[config.mk]
export PLATFORM = sky130hd
export DESIGN_NAME = frame_header_crc_checker_top
export DESIGN_NICKNAME = d
export VERILOG_FILES = /design/src/fhc_pkg.sv /design/src/frame_header_crc_checker_top.sv /design/src/fhc_frame.sv /design/src/fhc_verdict.sv
export SDC_FILE = /design/constraint.sdc
export NUM_CORES = 1
export LEC_CHECK = 0
export BUFFER_PORTS_ARGS = -buffer_cell sky130_fd_sc_hd__buf_2
export CAP_MARGIN = 20
export CORE_ASPECT_RATIO = 1.5
export CORE_UTILIZATION = 57
export DETAILED_ROUTE_END_ITERATION = 10
export PLACE_DENSITY = 0.75
export SLEW_MARGIN = 15
export SYNTH_ARGS = -nofsm -noshare
export SYNTH_HDL_FRONTEND = slang
export SYNTH_SLANG_ARGS = --single-unit
[constraint.sdc]
create_clock -name clk -period 19.5 [get_ports clk]
set_input_delay 3.9 -clock clk [delete_from_list [all_inputs] [get_ports clk]]
set_output_delay 3.9 -clock clk [all_outputs]
set_load 0.03 [all_outputs]
[src/fhc_pkg.sv]
// Shared types, constants and the bytewise CRC-32 update for the frame header checker.
package fhc_pkg;

	localparam int unsigned DATA_W   = 32;
	localparam int unsigned STATUS_W = 2;
	localparam logic [DATA_W-1:0] HDR_LEN  = 32'd20;
	localparam logic [DATA_W-1:0] CNT_MAX  = 32'hFFFF_FFFF;
	localparam logic [DATA_W-1:0] CRC_POLY = 32'hEDB8_8320;
	localparam logic [DATA_W-1:0] CRC_INIT = 32'hFFFF_FFFF;

	// Header byte offsets where each region starts
	localparam logic [DATA_W-1:0] OFS_FORMAT    = 32'd4;
	localparam logic [DATA_W-1:0] OFS_ALGORITHM = 32'd8;
	localparam logic [DATA_W-1:0] OFS_LENGTH    = 32'd12;
	localparam logic [DATA_W-1:0] OFS_CRC       = 32'd16;

	localparam logic [7:0] MAGIC [4] = '{8'h42, 8'h56, 8'h49, 8'h53};

	localparam logic [DATA_W-1:0] RST_FORMAT    = 32'd1;
	localparam logic [DATA_W-1:0] RST_ALGORITHM = 32'd1;
	localparam logic [DATA_W-1:0] RST_MAX_FRAME = 32'd67108864;

	typedef enum logic [1:0] {
		CFG_FORMAT    = 2'd0,
		CFG_ALGORITHM = 2'd1,
		CFG_MAX_FRAME = 2'd2
	} cfg_index_t;

	typedef enum logic [STATUS_W-1:0] {
		ST_OK         = 2'd0,
		ST_BAD_SIZE   = 2'd1,
		ST_BAD_HEADER = 2'd2,
		ST_MISMATCH   = 2'd3
	} status_t;

	// Frame state at the last byte, handed to the verdict stage
	typedef struct packed {
		logic [DATA_W-1:0] total;
		logic              header_ok;
		logic [DATA_W-1:0] length_field;
		logic [DATA_W-1:0] crc_field;
		logic [DATA_W-1:0] crc;
	} summary_t;

	function automatic logic [DATA_W-1:0] crc_byte(input logic [DATA_W-1:0] crc,
		input logic [7:0] b);
		logic [DATA_W-1:0] c;
		c = crc ^ {24'd0, b};
		for (int k = 0; k < 8; k++) begin
			c = (c >> 1) ^ (c[0] ? CRC_POLY : '0);
		end
		return c;
	endfunction

endpackage

[src/frame_header_crc_checker_top.sv]
// Top level of the frame header checker: configuration registers and the two stages.
// A final byte passes the input register, the summary register and the output word register on its way to m_tdata.
// Throughput: one byte per cycle; the byte stream stalls only when the final byte of a
//   frame finds both the summary register and the output register still occupied.
// Reset: arst_n clears the frame state and the word valids, and loads the configuration
//   registers with format and algorithm version 1 and a size limit of 64 MiB.
module frame_header_crc_checker_top
	import fhc_pkg::*;
(
	input  logic        clk,
	input  logic        arst_n,
	input  logic        s_tvalid,
	output logic        s_tready,
	input  logic [7:0]  s_tdata,   // [7:0] data_byte
	input  logic        s_tlast,   // last_byte
	output logic        m_tvalid,
	input  logic        m_tready,
	output logic [39:0] m_tdata,   // [1:0] status, [33:2] computed_crc, [39:34] zero
	input  logic        cfg_we,
	input  logic [1:0]  cfg_index,
	input  logic [31:0] cfg_data
);

	logic [DATA_W-1:0]   format_q;
	logic [DATA_W-1:0]   algorithm_q;
	logic [DATA_W-1:0]   max_frame_q;
	logic                sum_valid;
	logic                sum_ready;
	summary_t            sum;
	logic [STATUS_W-1:0] status;
	logic [DATA_W-1:0]   crc;

	always_ff @(posedge clk or negedge arst_n) begin
		if (!arst_n) begin
			format_q    <= RST_FORMAT;
			algorithm_q <= RST_ALGORITHM;
			max_frame_q <= RST_MAX_FRAME;
		end else if (cfg_we) begin
			case (cfg_index)
				CFG_FORMAT:    format_q    <= cfg_data;
				CFG_ALGORITHM: algorithm_q <= cfg_data;
				CFG_MAX_FRAME: max_frame_q <= cfg_data;
				default: ;
			endcase
		end
	end

	fhc_frame u_frame (
		.clk       (clk),
		.arst_n    (arst_n),
		.in_valid  (s_tvalid),
		.in_ready  (s_tready),
		.in_byte   (s_tdata),
		.in_last   (s_tlast),
		.fmt_word  (format_q),
		.alg_word  (algorithm_q),
		.sum_valid (sum_valid),
		.sum_ready (sum_ready),
		.sum       (sum)
	);

	fhc_verdict u_verdict (
		.clk             (clk),
		.arst_n          (arst_n),
		.sum_valid       (sum_valid),
		.sum_ready       (sum_ready),
		.sum             (sum),
		.max_frame_bytes (max_frame_q),
		.out_valid       (m_tvalid),
		.out_ready       (m_tready),
		.out_status      (status),
		.out_crc         (crc)
	);

	assign m_tdata = {6'd0, crc, status};

endmodule

[src/fhc_frame.sv]
// Input register and per-frame state: byte count, header compare, field capture, running CRC.
module fhc_frame
	import fhc_pkg::*;
(
	input  logic              clk,
	input  logic              arst_n,
	input  logic              in_valid,
	output logic              in_ready,
	input  logic [7:0]        in_byte,
	input  logic              in_last,
	input  logic [DATA_W-1:0] fmt_word,
	input  logic [DATA_W-1:0] alg_word,
	output logic              sum_valid,
	input  logic              sum_ready,
	output summary_t          sum
);

	logic              v_s1;
	logic [7:0]        data_s1;
	logic              last_s1;
	logic              adv;

	logic [DATA_W-1:0] cnt_q;
	logic [DATA_W-1:0] crc_q;
	logic              match_q;
	logic [DATA_W-1:0] len_q;
	logic [DATA_W-1:0] crcf_q;

	logic [DATA_W-1:0] cnt_d;
	logic [DATA_W-1:0] crc_d;
	logic              match_d;
	logic [DATA_W-1:0] len_d;
	logic [DATA_W-1:0] crcf_d;
	logic [7:0]        expect_byte;
	logic [1:0]        lane;

	// Non-final words never wait; the final one waits for the verdict stage
	assign adv      = v_s1 && (!last_s1 || sum_ready);
	assign in_ready = !v_s1 || adv;
	assign lane     = cnt_q[1:0];

	always_ff @(posedge clk or negedge arst_n) begin
		if (!arst_n) begin
			v_s1 <= 1'b0;
		end else if (in_valid && in_ready) begin
			v_s1 <= 1'b1;
		end else if (adv) begin
			v_s1 <= 1'b0;
		end
	end

	always_ff @(posedge clk) begin
		if (in_valid && in_ready) begin
			data_s1 <= in_byte;
			last_s1 <= in_last;
		end
	end

	always_comb begin
		if (cnt_q < OFS_FORMAT) begin
			expect_byte = MAGIC[lane];
		end else if (cnt_q < OFS_ALGORITHM) begin
			expect_byte = fmt_word[{lane, 3'b000} +: 8];
		end else begin
			expect_byte = alg_word[{lane, 3'b000} +: 8];
		end
	end

	always_comb begin
		match_d = match_q;
		len_d   = len_q;
		crcf_d  = crcf_q;
		crc_d   = crc_q;
		if (cnt_q < OFS_LENGTH) begin
			if (data_s1 != expect_byte) begin
				match_d = 1'b0;
			end
		end else if (cnt_q < OFS_CRC) begin
			len_d[{lane, 3'b000} +: 8] = data_s1;
		end else if (cnt_q < HDR_LEN) begin
			crcf_d[{lane, 3'b000} +: 8] = data_s1;
		end else begin
			crc_d = crc_byte(crc_q, data_s1);
		end
		cnt_d = (cnt_q == CNT_MAX) ? cnt_q : cnt_q + 32'd1;
	end

	// Drop back to the cleared frame state once the final word leaves
	always_ff @(posedge clk or negedge arst_n) begin
		if (!arst_n) begin
			cnt_q   <= '0;
			crc_q   <= CRC_INIT;
			match_q <= 1'b1;
			len_q   <= '0;
			crcf_q  <= '0;
		end else if (adv) begin
			if (last_s1) begin
				cnt_q   <= '0;
				crc_q   <= CRC_INIT;
				match_q <= 1'b1;
				len_q   <= '0;
				crcf_q  <= '0;
			end else begin
				cnt_q   <= cnt_d;
				crc_q   <= crc_d;
				match_q <= match_d;
				len_q   <= len_d;
				crcf_q  <= crcf_d;
			end
		end
	end

	assign sum_valid        = v_s1 && last_s1;
	assign sum.total        = cnt_d;
	assign sum.header_ok    = match_d;
	assign sum.length_field = len_d;
	assign sum.crc_field    = crcf_d;
	assign sum.crc          = crc_d;

endmodule

[src/fhc_verdict.sv]
// Summary register, status decision and the output word register.
module fhc_verdict
	import fhc_pkg::*;
(
	input  logic                clk,
	input  logic                arst_n,
	input  logic                sum_valid,
	output logic                sum_ready,
	input  summary_t            sum,
	input  logic [DATA_W-1:0]   max_frame_bytes,
	output logic                out_valid,
	input  logic                out_ready,
	output logic [STATUS_W-1:0] out_status,
	output logic [DATA_W-1:0]   out_crc
);

	logic              v_s2;
	summary_t          sum_s2;
	logic              adv;
	logic              out_valid_q;
	status_t           status_q;
	logic [DATA_W-1:0] crc_q;
	status_t           status_d;
	logic [DATA_W-1:0] computed;

	assign adv       = v_s2 && (!out_valid_q || out_ready);
	assign sum_ready = !v_s2 || adv;
	assign computed  = ~sum_s2.crc;

	always_ff @(posedge clk or negedge arst_n) begin
		if (!arst_n) begin
			v_s2 <= 1'b0;
		end else if (sum_valid && sum_ready) begin
			v_s2 <= 1'b1;
		end else if (adv) begin
			v_s2 <= 1'b0;
		end
	end

	always_ff @(posedge clk) begin
		if (sum_valid && sum_ready) begin
			sum_s2 <= sum;
		end
	end

	always_comb begin
		if (sum_s2.total < HDR_LEN || sum_s2.total > max_frame_bytes) begin
			status_d = ST_BAD_SIZE;
		end else if (!sum_s2.header_ok) begin
			status_d = ST_BAD_HEADER;
		end else if (sum_s2.length_field != sum_s2.total - HDR_LEN ||
			sum_s2.crc_field != computed) begin
			status_d = ST_MISMATCH;
		end else begin
			status_d = ST_OK;
		end
	end

	always_ff @(posedge clk or negedge arst_n) begin
		if (!arst_n) begin
			out_valid_q <= 1'b0;
		end else if (adv) begin
			out_valid_q <= 1'b1;
		end else if (out_ready) begin
			out_valid_q <= 1'b0;
		end
	end

	always_ff @(posedge clk) begin
		if (adv) begin
			status_q <= status_d;
			crc_q    <= computed;
		end
	end

	assign out_valid  = out_valid_q;
	assign out_status = status_q;
	assign out_crc    = crc_q;

endmodule

==> Word-level counts from Yosys, hierarchy flattened <==
Cells that the tools add are included.
{ "totals": {"reg_bits": 400, "output_inout_bits": 42, "elab_cells": 113} }
{ "op_classes": {"addsub": 3, "magnitude_cmp": 8, "eq_ne": 6, "n_shift": 4, "mux": 39, "bitwise_logic": 11, "reduce_logical": 22} }
{ "op_table": {"columns": ["cell", "n"], "rows": [
  ["two-way mux 32 bit", 21],
  ["XOR 31 x 32 -> 32 bit", 8],
  ["less-than comparator 32 x 5 -> 1 bit, second input constant", 3],
  ["bitwise mux 32 bit", 2],
  ["less-than comparator 32 x 4 -> 1 bit, second input constant", 2],
  ["inequality test 32 bit", 2],
  ["indexed part select 32 x 6 -> 8 bit", 2],
  ["adder 32 x 1 -> 32 bit, second input constant", 1],
  ["== test 32 bit, second input constant", 1],
  ["> comparator 32 bit", 1],
  ["less-than comparator 32 x 3 -> 1 bit, second input constant", 1],
  ["two-way mux 8 bit", 4],
  ["inverter 32 bit", 1],
  ["variable shift 8 x 7 -> 32 bit, first input constant", 1],
  ["indexed part select 8 x 7 -> 32 bit", 1],
  ["subtractor 32 x 5 -> 32 bit, second input constant", 1],
  ["XOR 32 x 8 -> 32 bit", 1],
  ["binary-select mux 8 bit (select 2 bit)", 1],
  ["two-way mux 1 bit", 9],
  ["inequality test 8 bit", 1],
  ["negator 5 -> 7 bit", 1],
  ["logical OR 1 bit", 6],
  ["AND reduction 2 bit", 3],
  ["nonzero test 2 bit", 3],
  ["8 further kinds", 16]
]} }

==> Logic depth before layout (Yosys ltp) <==
{ "logic_depth": {"ltp_word": 21, "ltp_mapped": 12} }

==> By module <==
A second synthesis with hierarchy kept.
{ "hier_totals": {"hier_cells": 1840, "hier_area_um2": 20658.6} }
{ "modules_own_cells": {"columns": ["module", "instances", "cells_each", "area_each_um2"], "rows": [
  ["fhc_frame", 1, 1096, 9527.9],
  ["fhc_verdict", 1, 533, 7452.1],
  ["frame_header_crc_checker_top", 1, 211, 3678.5]
]} }

==> Worst setup path before layout <==
OpenSTA, ideal clock, no wires.
{ "synth_timing": {"path_kind": "input to register", "from": "input m_tready", "to": "register u_verdict.sum_s2[0] in the netlist's numbering, enable pin", "setup_ps": 619, "t_arrival_ps": 9475, "setup_slack_ps": 9406, "cell_stages": 3, "cell_sequence": "nand2b_1 > nor2_1 > nor2_1"} }
{ "synth_between": {"elab_chain_cells": 4} }
{ "synth_lines": {"columns": ["item", "line", "text"], "rows": [
  ["from (decl)", "frame_header_crc_checker_top.sv:17", "input logic m_tready,"],
  ["logical OR 1 bit", "fhc_verdict.sv:26", "assign adv = v_s2 && (!out_valid_q || out_ready);"],
  ["logical AND 1 bit", "fhc_verdict.sv:26", null],
  ["logical OR 1 bit", "fhc_verdict.sv:27", "assign sum_ready = !v_s2 || adv;"],
  ["logical AND 1 bit", "fhc_verdict.sv:41", "if (sum_valid && sum_ready) begin"],
  ["to (signal assigned)", "fhc_verdict.sv:42", "sum_s2 <= sum;"],
  ["to (decl)", "fhc_verdict.sv:18", "summary_t sum_s2;"]
]} }
No other way between the ends.
A chain may end at the register's enable or synchronous reset.

==> Worst setup path in the final report <==
{ "layout_timing": {"from": "input m_tready", "to": "output s_tready"} }
{ "layout_between": {"elab_chain_cells": 6} }
{ "layout_lines": {"columns": ["item", "line", "text"], "rows": [
  ["logical OR 1 bit", "fhc_verdict.sv:26", null],
  ["logical AND 1 bit", "fhc_verdict.sv:26", null],
  ["logical OR 1 bit", "fhc_verdict.sv:27", null],
  ["logical OR 1 bit", "fhc_frame.sv:38", "assign adv = v_s1 && (!last_s1 || sum_ready);"],
  ["logical AND 1 bit", "fhc_frame.sv:38", null],
  ["logical OR 1 bit", "fhc_frame.sv:39", "assign in_ready = !v_s1 || adv;"],
  ["to (decl)", "frame_header_crc_checker_top.sv:13", "output logic s_tready,"]
]} }
No other way between the ends.

==> qor.txt <==
status - finished, final reports clean
core area - 34100 µm²
DRT iter0 DRCs - 989
final hold violation count - 0
Placer Congestion - 0.888
die span in x - 154 µm
RSZ-0062 raised after global routing - false
fin crit period - 8.75 ns
final WL - 48100 µm
chip height - 230 µm
hold wc startpoint - u_verdict.v_s2$_DFFE_PN0P_
# IOs - 90
CTS Hold Bufs - 0
total iterations of the first detailed-routing run - 5
skew final - 0.0185 ns
relative slew slack - 0.301
WL per Instance - 22.6 µm
cells after synthesis - 1616
utilization of the core after routing - 0.640
CP Class - input port to primary output
Total GRT Usage - 0.280
gr ovfl total - 0
Sink Count - 400
Ys Warns - 0
number of cell rows - 83
P_leak - 8.98 nW
Worst-Margin Slew - 1.05 ns
total negative setup slack - 0 ns
# resized after CTS - 0
Mapped Area - 19700 µm²
sequential share of the synthesized area - 0.555
final period utilization - 0.449
layout cells sized above 1 - 0.211
commonest cells in the netlist - 192 x dfrtp_1, 172 x edfxtp_1, 135 x mux2_2
Root Buffer - clkbuf_16
placed cell area - 20400 µm²
CP Capture Type - primary output
most common cell in the netlist - dfrtp_1
Fmax - 114 MHz
DR vias - 13100
Post-synth EDFFs - 172
total power - 2.04 mW
CP most frequent cell - buf_2
Primary FF master, synth - dfrtp_1
WP data arrival - 4.85 ns
Synth cell types - 68
area of the multi-input gates - 8170 µm²
Max IR drop VDD - 0.0817 mV
fin area - 21800 µm²
Clk pin slew, worst setup/hold paths - 0.06 ns
DRC viols - 0
syn avg cell area - 12.2 µm²
Synth top area share - 0.262
Slowest cell on crit path - nor2_1
Crit path buffers/inverters - 2
setup bufs post-CTS - 0
total die area - 35300 µm²
initial antenna violation count - 0
Nets - 1761
CTS Buffer Depth - 3
Area Growth Syn to Fin - 10.8%
clk_lat worst skew - 0.56 ns
Worst Hold Class - register to register
Setup WS post-layout - 10.75 ns
Synth async-reset ratio - 0.570
diodes inserted - 0
fillcell total - 2567
Critical Path Max Stage Delay - 0.26 ns
crit path cell chain - buf_2 > nand2b_1 > nor2_1 > nand3_1 > buf_2
number of global-route vias before repair - 13100
Yosys top cell by area - edfxtp_1
Num CTS Buffers - 39
Crit Path Max Fanout - 4
first-pass GRT wire length - 74500 µm
CP required - 15.60 ns
power density over the cells - 93.5 nW/µm²
Starting Density - 0.578
CTS H-Tree Depth - 2
largest net degree at the start of global routing - 92
pre-CTS setup slack - 10.75 ns
Routed Antenna Nets - 0
final setup fails - 0
worst reg2reg startpoint - u_frame.cnt_q[10]$_DFFE_PN0P_
port bufs - 83
startpoint types - input port
Crit path max-delay family - simple AND/OR/NAND/NOR gates
CTS tree - yes
Crit. Startpoint - m_tready
storage element area - 10900 µm²
average vias per placed instance - 6.15
post-DP HPWL - 33900 µm
Max Slew Vio Count - 0
synth top area cells - edfxtp_1 26%, dfrtp_1 24%, mux2_2 7.7%
flop and latch count out of synthesis - 400
Max Cap Violations - 0
==> placed cells by master, fill, tap and decap left out, drive strengths merged, types with 22 or more instances in the layout <==
| cell type | n |
|---|---|
| nand2 | 118 |
| inv | 75 |
| nor4 | 22 |
| dfstp | 36 |
| o21ai | 95 |
| nand4 | 25 |
| dfrtp | 192 |
| edfxtp | 172 |
| ha | 40 |
| mux2 | 153 |
| buf | 99 |
| a22o | 69 |
| nor2 | 57 |
| nand3 | 32 |
| xnor2 | 106 |
| o22a | 32 |
| xor2 | 81 |
| clkbuf | 49 |
==> final timing paths <==
kind | end | slack (ns) | cells past startpoint
worst max-delay path | s_tready | 10.75 | 5
worst min-delay path | u_verdict.out_valid$_DFFE_PN0P_ | 0.48 | 2
worst max register to register | u_verdict.sum_s2[96]$_DFFE_PP_ | 15.24 | 8
worst min register to register | u_verdict.out_valid$_DFFE_PN0P_ | 0.48 | 2
max in group asynchronous | u_frame.len_q[6]$_DFFE_PN0P_ | 13.95 | 3
min in group asynchronous | max_frame_q[27]$_DFFE_PN0P_ | 3.31 | 1
==> layer usage <==
layer  routed length [µm]  vias to the layer above  track usage
li1                     -                     5985            -
met1                18100                     6490        0.322
met2                24800                      479        0.498
met3                 2410                      139       0.0380
met4                 2770                        0        0.158
met5                    0                        -            0
==> cells by family (layout without fill, tap and decap cells) <==
kind of cell | Yosys count | count (layout) | synth area share
muxes | 180 | 180 | 0.106
DFF | 400 | 400 | 0.555
xor gates and xnor gates | 187 | 187 | 0.0836
buffers and inverters | 161 | 244 | 0.0330
and+or+nand+nor | 340 | 340 | 0.0874
other | 1 | 6 | 0.000191
adders and majority gates | 40 | 40 | 0.0254
AOI/OAI and AO/OA | 307 | 307 | 0.110
==> where the power goes <==
group / total, mW / internal [mW] / switching [mW]
Clock: 0.793 / 0.462 / 0.331
Sequential: 0.979 / 0.938 / 0.0411
Combinational: 0.266 / 0.109 / 0.157
Total: 2.04 / 1.51 / 0.529
==> worst min-delay path, stage by stage, from the launching register on <==
cell and delay [ns]:
dfrtp_1 0.34, inv_1 0.06, nand2_1 0.05
==> flip-flops by register name, summed over array words and instances, names as in the netlist, 2 cells and up <==
register and count:
algorithm_q 32, format_q 32, max_frame_q 32, u_frame.cnt_q 32, u_frame.crc_q 32, u_frame.crcf_q 32, u_frame.data_s1 8, u_frame.len_q 32
u_verdict.out_crc 32, u_verdict.out_status 2, u_verdict.sum_s2 129
==> cell type report <==
type                       count  share of cell area
sequential                   400               0.501
multi-input combinational   1060               0.375
clock buffer                  49              0.0493
timing repair buffer          99              0.0259
tap                          425              0.0244
inverter                      73              0.0126
clock inverter                23              0.0125
==> per-stage QoR <==
stage,hold slack [ns],cells
CTS,0.493,2128
global placement,0.457,2056
global route,0.516,2129
finish,0.483,2129
floorplan,0.440,1621
detailed placement,0.477,2056
(Power assumes the default switching activity.)
